--- config.mk ---
export PLATFORM = sky130hd
export DESIGN_NAME = csrb_ram
export DESIGN_NICKNAME = d
export VERILOG_FILES = /design/src/rtl/csrb_ram.sv
export SDC_FILE = /design/constraint.sdc
export NUM_CORES = 1
export LEC_CHECK = 0
export BUFFER_PORTS_ARGS = -buffer_cell sky130_fd_sc_hd__buf_2
export CAP_MARGIN = 20
export CELL_PAD_IN_SITES_DETAIL_PLACEMENT = 1
export CELL_PAD_IN_SITES_GLOBAL_PLACEMENT = 2
export CORE_MARGIN = 2
export CORE_UTILIZATION = 45
export CTS_BUF_LIST = sky130_fd_sc_hd__clkbuf_8 sky130_fd_sc_hd__clkbuf_16
export DETAILED_ROUTE_END_ITERATION = 8
export PLACE_DENSITY = 0.7
export SLEW_MARGIN = 5
export SYNTH_ARGS = -nofsm -noshare
export SYNTH_HDL_FRONTEND = slang
export SYNTH_SLANG_ARGS = --single-unit
--- constraint.sdc ---
create_clock -name clk_i -period 2.6 [get_ports clk_i]
set_clock_uncertainty 0.05 [all_clocks]
set_input_delay 0.52 -clock clk_i [delete_from_list [all_inputs] [get_ports clk_i]]
set_output_delay 0.52 -clock clk_i [all_outputs]
set_load 0.03 [all_outputs]
--- src/rtl/csrb_ram.sv ---
module csrb_ram #(
  parameter int unsigned Width = 8,
  parameter int unsigned Depth = 16
) (
  input  logic                     clk_i,
  input  logic                     we_i,
  input  logic [$clog2(Depth)-1:0] waddr_i,
  input  logic [Width-1:0]         wdata_i,
  input  logic [$clog2(Depth)-1:0] raddr_i,
  output logic [Width-1:0]         rdata_o
);

  logic [Width-1:0] mem [Depth];
  logic [Width-1:0] rdata_q;

  always_ff @(posedge clk_i) begin
    if (we_i) begin
      mem[waddr_i] <= wdata_i;
    end
    rdata_q <= mem[raddr_i];
  end

  assign rdata_o = rdata_q;

endmodule

Word level (Yosys, flattened, before mapping)
Memory sizes are Yosys's and may differ from the RTL's. A register that Yosys moved wholly into a read port is not among the register bits.
Index checks and enable logic that the tools add are counted.
Operators by class
  muxes and demuxes: 2
  reduce and logical (&&, ||, !) cells: 0
  $mul: 0
  div/mod/pow operators: 0
  $lt $le $gt $ge: 0
  $add $sub $neg: 0
  shift operators: 0
  equality and inequality tests: 0
  bitwise operators: 0
Operator list (count)
  two-way mux 1 bit: 2
Word-level totals
  register bits after elaboration: 0
  bits in read-only memories: 0
  memories: 1
  output and inout port bits: 8
  latch bits: 0
  bits of input ports: 18
  logic and storage cells: 3
  memory bits (writable): 128
Memory list
  mem: depth 16, width 8, rd ports 1, clocked after memory_dff 1, wr ports 1, RTL line 13  | logic [Width-1:0] mem [Depth];

Depth between registers and ports, before layout
Gate-level depths: netlist of the first run.
  depth after elaboration: 2
  depth in mapped cells: 5
  mapped depth without buffers: 3

Least setup slack after synthesis of the first run
OpenSTA, ideal clock, no wires.
  kind: input -> register
  start point: input waddr_i[2]
  end point: memory mem[0][0], enable pin
  library setup time: 383 ps
  data required time: 2167 ps
  stages: 2
  arrival time: 1630 ps
  path buffers: 0
  path slack: 537 ps
  cell sequence: or3b_2 -> nor3_1
RTL lines
  start, declared: RTL line 7  | input logic [$clog2(Depth)-1:0] waddr_i,
  end, declared: RTL line 13
No word-level cell before the write port.

==> results of run 1 <==
-- flip-flops by register name (all words and copies together) (netlist names) --
signal   flops
mem        128
rdata_o      8
-- cell families after synthesis --
group	Yosys count
buffers and inverters	10
DFF	136
and+or+nand+nor	35
muxes	32
AOI/OAI and AO/OA	16
-- cells in the mapped netlist, drive strengths merged --
master | number | area, um2
edfxtp | 128 | 3840
mux4 | 32 | 773
a22oi | 16 | 120
nor2 | 13 | 48.8
nand2 | 9 | 33.8
dfxtp | 8 | 160
buf | 7 | 56.3
nor3 | 4 | 20.0
clkdlybuf4s25 | 3 | 30.0
nand2b | 2 | 12.5
nand3b | 2 | 15.0
and2 | 1 | 6.26
and2b | 1 | 7.51
nand3 | 1 | 5.00
nor2b | 1 | 6.26
or3b | 1 | 8.76
-- stage by stage --
step | power, W | hold slack [ns] | util (%)
6_report | 0.00537 | 0.442 | 54.9
5_1_grt | 0.00552 | 0.445 | 54.9
4_1_cts | 0.00541 | 0.433 | 54.9
3_5_place_dp | 0.00277 | 0.607 | 49.1
3_3_place_gp | 0.00276 | 0.604 | 49.1
2_1_floorplan | 0.00266 | 0.569 | -
-- layer usage --
layer | GRT usage (%) | up-vias | wire [um]
li1 | - | 1079 | -
met1 | 25.4 | 1288 | 4640
met2 | 29.9 | 64 | 5360
met3 | 4.65 | 10 | 422
met4 | 7.75 | 0 | 176
met5 | 0 | - | 0
-- worst min-delay path by stage --
stage | from | to | slack, ns | depth (start not counted)
3_5_place_dp | mem[15][0] | rdata_o[0] | 0.61 | 3
2_1_floorplan | wdata_i[0] | mem[0][0] | 0.57 | 0
5_1_grt | wdata_i[4] | mem[8][4] | 0.45 | 1
4_1_cts | wdata_i[6] | mem[0][6] | 0.43 | 1
6_report | wdata_i[4] | mem[9][4] | 0.44 | 1
3_3_place_gp | mem[15][0] | rdata_o[0] | 0.60 | 3
-- layout make-up --
class | count | area, um2
flip-flops and latches | 136 | 4000
fillers | 977 | 5080
multi-input cells | 83 | 1060
clock buffers | 17 | 425
repair buffers | 44 | 293
well taps | 143 | 179
clock inverters | 14 | 230
-- where the power goes --
part / internal (W) / total, W / leakage [nW] / switching, W
clock network: 0.00178 / 0.00264 / 0.312 / 0.000861
logic: 0.0000989 / 0.000255 / 0.581 / 0.000156
registers: 0.00245 / 0.00247 / 1.22 / 0.0000158
total: 0.00433 / 0.00537 / 2.12 / 0.00103
==> results.txt, run 1 <==
Status = completed
Initial antenna violation count = 0
Post_cts resized = 0
CTS Hold Buffers Added = 0
Final cell area excluding filler cells = 6190 um2
Synth Register Bits = 136
Highest Clock Rate = 594 MHz
Vias in the first global route = 2679
Reg2reg setup slack = 1.13 ns
H-tree depth = 4
Terminus of the critical flop-to-flop path = rdata_o[4]
Fraction of layout cells with a size suffix above 1 = 31.6%
Gr usage total = 18.9%
Nature of the critical path startpoint = input port
Most common cell after layout, fill and taps aside = edfxtp_1
Compound-Gate Fraction of Synth Area = 2.33%
Bufs on Longest Clock Path = 2
Max cap viols = 0
CP delay by family, top = multiplexers
Buf/Inv on CP = 2
Final std cells w/o fill = 437
Post-Syn Instances = 229
Root buffer cell = clkbuf_16
GR Overflow Total = 0
Fin. Hold Viols = 0
Most frequent cells in the layout = 128 x edfxtp_1, 25 x buf_2, 18 x mux4_2
Post-DR vias/cell = 5.59
Synthesis Warnings = 0
Total core area = 11300 um2
CTS Buf Count = 17
Inserted Diodes = 0
Setup Fix Bufs, Post-CTS = 0
Synthesized area = 5150 um2
Critical Path RT = 2.83 ns
CTS clk-pin slew, worst paths = 0.06 ns
Sequential cell area fraction in the yosys report = 77.8%
DRT Pass-1 Iters = 5
Synth Area in XOR/XNOR = 0%
Rel. slew slack = 49.6%
Residual DRC = 0
Worst hold path class = input port to flop
WP depth = 5
Slowest CP cell = mux4_1
Routed Antenna Nets = 0
Crit path kind = input port to flop
DR WL/cell = 24.3 um
Min cycle time layout = 1.68 ns
Crit share post-route = 64.8%
First-pass GRT wire length = 16400 um
Layout area overhead = 20.2%
Worst Reg2Reg Path Length in Cells = 3
Post-Synth Simple-Gate Area = 3.18%
Worst R2R Start = mem[9][4]
Clk sink count = 136
Core Rows = 39
Slew Limit Fails = 0
Cells after DPL = 406
Hpwl dp = 6180 um
Die width = 111 um
Pre-CTS WS = 0.491 ns
Die H = 111 um
Final setup fails = 0
Placed Area = 5530 um2
CTS tree = built
Crit path capture = rdata_o[4]
Crit-path max FO = 32
Port Buffer Count = 25
Unrepaired setup endpoints after global routing = false
Final net count = 300
Peak VDD IR = 494 uV
Power density over the cells = 867 nW/um2
Starting DRT DRC Count = 202
Beginning of the critical path = raddr_i[0]
Setup TNS = 0 ns
Leak = 2.12 nW
Syn Area/Cell = 22.5 um2
Tightest Pin Transition = 0.754 ns
Post-synthesis adder-cell area fraction = 0%
Largest family of logic cells by synthesized area = multiplexers
Worst path cell trace = buf_2 > buf_12 > mux4_1 > a22oi_1 > nand2_1
Worst EP arrival = 1.92 ns
WL final = 10600 um
Clk_lat worst skew = 0.41 ns
Vias = 2441
RD Place Congestion = 0.717
Post-synth cell types = 19
Synth Net Count = 247
Worst path max stage delay = 0.59 ns
DIE AREA = 12300 um2
Multiplexer share of the synthesized area = 15.0%
Final setup margin = 0.916 ns
Largest net degree at the start of global routing = 33
Critical path endpoint category = flop
Initial Util = 45.7%
IO Pins = 26
No activity file was read; power rests on OpenSTA's default activity.
==> run 2, diff against run 1 <==
--- a/config.mk
+++ b/config.mk
@@ -5,12 +5,13 @@
 export SDC_FILE = /design/constraint.sdc
 export NUM_CORES = 1
 export LEC_CHECK = 0
+export ABC_AREA = 1
 export BUFFER_PORTS_ARGS = -buffer_cell sky130_fd_sc_hd__buf_2
 export CAP_MARGIN = 20
 export CELL_PAD_IN_SITES_DETAIL_PLACEMENT = 1
 export CELL_PAD_IN_SITES_GLOBAL_PLACEMENT = 2
 export CORE_MARGIN = 2
-export CORE_UTILIZATION = 45
+export CORE_UTILIZATION = 36
 export CTS_BUF_LIST = sky130_fd_sc_hd__clkbuf_8 sky130_fd_sc_hd__clkbuf_16
 export DETAILED_ROUTE_END_ITERATION = 8
 export PLACE_DENSITY = 0.7
==> constraint.sdc (replaced) <==
create_clock -name clk_i -period 1.51 [get_ports clk_i]
set_clock_uncertainty 0.05 [all_clocks]
set_input_delay 0.302 -clock clk_i [delete_from_list [all_inputs] [get_ports clk_i]]
set_output_delay 0.302 -clock clk_i [all_outputs]
set_load 0.03 [all_outputs]
==> run 2 against run 1 <==
  * Flip-flop and latch count unchanged
  * Final cell count is 90% higher
  * Design area up 11%
  * Critical endpoint is now rdata_o[6]
  * First-iteration DRC count is 6.4% higher
  * Global-route usage decreased by 0.38 points
  * Combinational power grew 130%
==> results.txt, run 2 <==
Unrepaired setup endpoints after global routing = false
Crit path kind = flop to output port
Die H = 131 um (+18%)
Switch Pwr = 0.00193 W (+87%)
Flop pwr share = 48.6% (+2.6 points)
Slowest CP cell = dfxtp_1
Clk sink count = 136 (unchanged)
Buf/Inv on CP = 1 (-1)
CTS Hold Buffers Added = 0 (unchanged)
Max cap viols = 0 (unchanged)
Final setup fails = 0 (unchanged)
Async S/R FF share, synth = 0% (unchanged)
Status = completed
Gr usage total = 18.5% (-0.38 points)
Worst hold path class = input port to flop
CTS clk-pin slew, worst paths = 0.06 ns (about the same)
H-tree depth = 4 (unchanged)
Routed Antenna Nets = 0 (unchanged)
Top reg by flops = mem
Post-DR vias/cell = 4.70 (-16%)
Layout area overhead = 18.7%
DIE AREA = 17000 um2 (+38%)
Initial antenna violation count = 0 (unchanged)
Root buffer cell = clkbuf_16
Largest net degree at the start of global routing = 59 (+79%)
RD Place Congestion = 0.739 (+3.1%)
Post-synth EDFFs = 128 (unchanged)
Final setup margin = 0.126 ns (-0.790 ns)
Slew Limit Fails = 0 (unchanged)
Tightest Pin Transition = 0.384 ns (-0.369 ns)
Post-synth cell types = 12 (-7)
Syn Area/Cell = 10.5 um2 (-53%)
Final net count = 620 (+110%)
Comb pwr share = 6.7% (+1.9 points)
Sequential cell area fraction in the yosys report = 69.4% (-8.4 points)
Synthesized area = 5770 um2 (+12%)
Hpwl dp = 9090 um (+47%)
Fin. Hold Viols = 0 (unchanged)
Setup TNS = 0 ns (unchanged)
First-pass GRT wire length = 22500 um (+37%)
Starting DRT DRC Count = 215 (+6.4%)
Nature of the critical path startpoint = flop
CP delay by family, top = flip-flops
Clock power frac = 44.7% (-4.6 points)
Switching share of power = 22.1% (+2.9 points)
Largest register FFs = 128 (unchanged)
Synth Register Bits = 136 (unchanged)
Internal power = 0.00681 W (+57%)
Synth area leaders = edfxtp_1 67%, nand2_1 11%, nand3_1 8.4%
Peak VDD IR = 875 uV (+77%)
DRT Pass-1 Iters = 4 (-1)
Most frequent cells after synthesis = 173 x nand2_1, 128 x edfxtp_1, 100 x inv_1
Most common cell in the netlist = nand2_1
Leak = 2.99 nW (+41%)
DR WL/cell = 17.4 um (-28%)
Die width = 131 um (+18%)
Yosys top cell by area = edfxtp_1
Post-Syn Instances = 551 (+140%)
Synthesis Warnings = 0 (unchanged)
Residual DRC = 0 (unchanged)
Rel. slew slack = 74.4% (+25 points)
Power density over the cells = 1280 nW/um2 (+47%)
Most common cell after layout, fill and taps aside = nand2_1
Highest Clock Rate = 723 MHz
Fraction of layout cells with a size suffix above 1 = 13.8% (-18 points)
CTS tree = built
Crit-path max FO = 1 (-97%)
Initial Util = 36.6% (-9.1 points)
Pre-CTS WS = 0.0387 ns (-0.452 ns)
Port Buffer Count = 25 (unchanged)
Total core area = 15800 um2 (+40%)
Vias = 3907 (+60%)
WL final = 14400 um (+36%)
Core Rows = 46 (+18%)
GR Overflow Total = 0 (unchanged)
Critical path endpoint category = output port
Min cycle time layout = 1.38 ns
Clk_lat worst skew = 0.43 ns (+0.02 ns)
Post-synth top area share = 66.7% (-8.0 points)
Post_cts resized = 0 (unchanged)
Main synth FF type = edfxtp_1
Inserted Diodes = 0 (unchanged)
Worst path max stage delay = 0.38 ns (-0.21 ns)
Setup Fix Bufs, Post-CTS = 0 (unchanged)
Worst path cell trace = buf_2
Synth Net Count = 569 (+130%)
Most frequent cells in the layout = 173 x nand2_1, 128 x edfxtp_1, 103 x inv_1
CTS Buf Count = 17 (unchanged)
Bufs on Longest Clock Path = 2 (unchanged)
Critical Path RT = 1.16 ns (-1.67 ns)
Crit share post-route = 91.6%
Vias in the first global route = 3947 (+47%)
Worst EP arrival = 1.03 ns (-0.89 ns)
IO Pins = 26 (unchanged)
## run 2: final timing paths
kind	from	end	slack (ns)	cells after the start
min reg2reg	mem[12][1]	rdata_o[1]	0.61	6
min	wdata_i[5]	mem[3][5]	0.23	1
max	rdata_o[6]	rdata_o[6]	0.13	1
max reg2reg	mem[14][7]	rdata_o[7]	0.46	6
## run 2: logic make-up after synthesis
logic type	synth area share (%)
buffers and inverters	9.52
and+or+nand+nor	21.0
DFF	69.4
## run 2: cell type report
cell class / count / area, um2
multi-input combinational: 289 / 1210
clock buffer: 18 / 439
sequential: 136 / 4000
timing repair buffer: 56 / 420
fill: 1786 / 8920
tap: 216 / 270
clock inverter: 14 / 116
inverter: 102 / 383
## run 2: metal layers
| metal | GRT usage (%) | vias up | part of all wire [%] |
|---|---|---|---|
| met5 | 0 | - | 0 |
| met4 | 6.82 | 0 | 1.7 |
| met3 | 3.95 | 18 | 3.6 |
| met2 | 29.3 | 62 | 47 |
| met1 | 25.3 | 1951 | 47 |
| li1 | - | 1876 | - |
## run 2: per-stage QoR
step                utilization, %  area, um2  cells  hold WS, ns  total power, W
floorplan                        -       5770    551        0.351         0.00467
global route                  43.4       6850    831        0.246         0.00905
detailed placement            39.9       6290    799        0.609         0.00493
CTS                           43.4       6850    831        0.223         0.00883
finish                        43.4       6850    831        0.226         0.00875
global placement              39.9       6290    799        0.596         0.00491
## run 2: power by group through the flow
stage	combinational, W	clock [W]	sequential (W)
after floorplan	0.000298	0	0.00437
after global placement	0.000588	0	0.00433
after detailed placement	0.000599	0	0.00433
after CTS	0.000603	0.00398	0.00425
after global routing	0.000662	0.00414	0.00426
final	0.000590	0.00391	0.00425
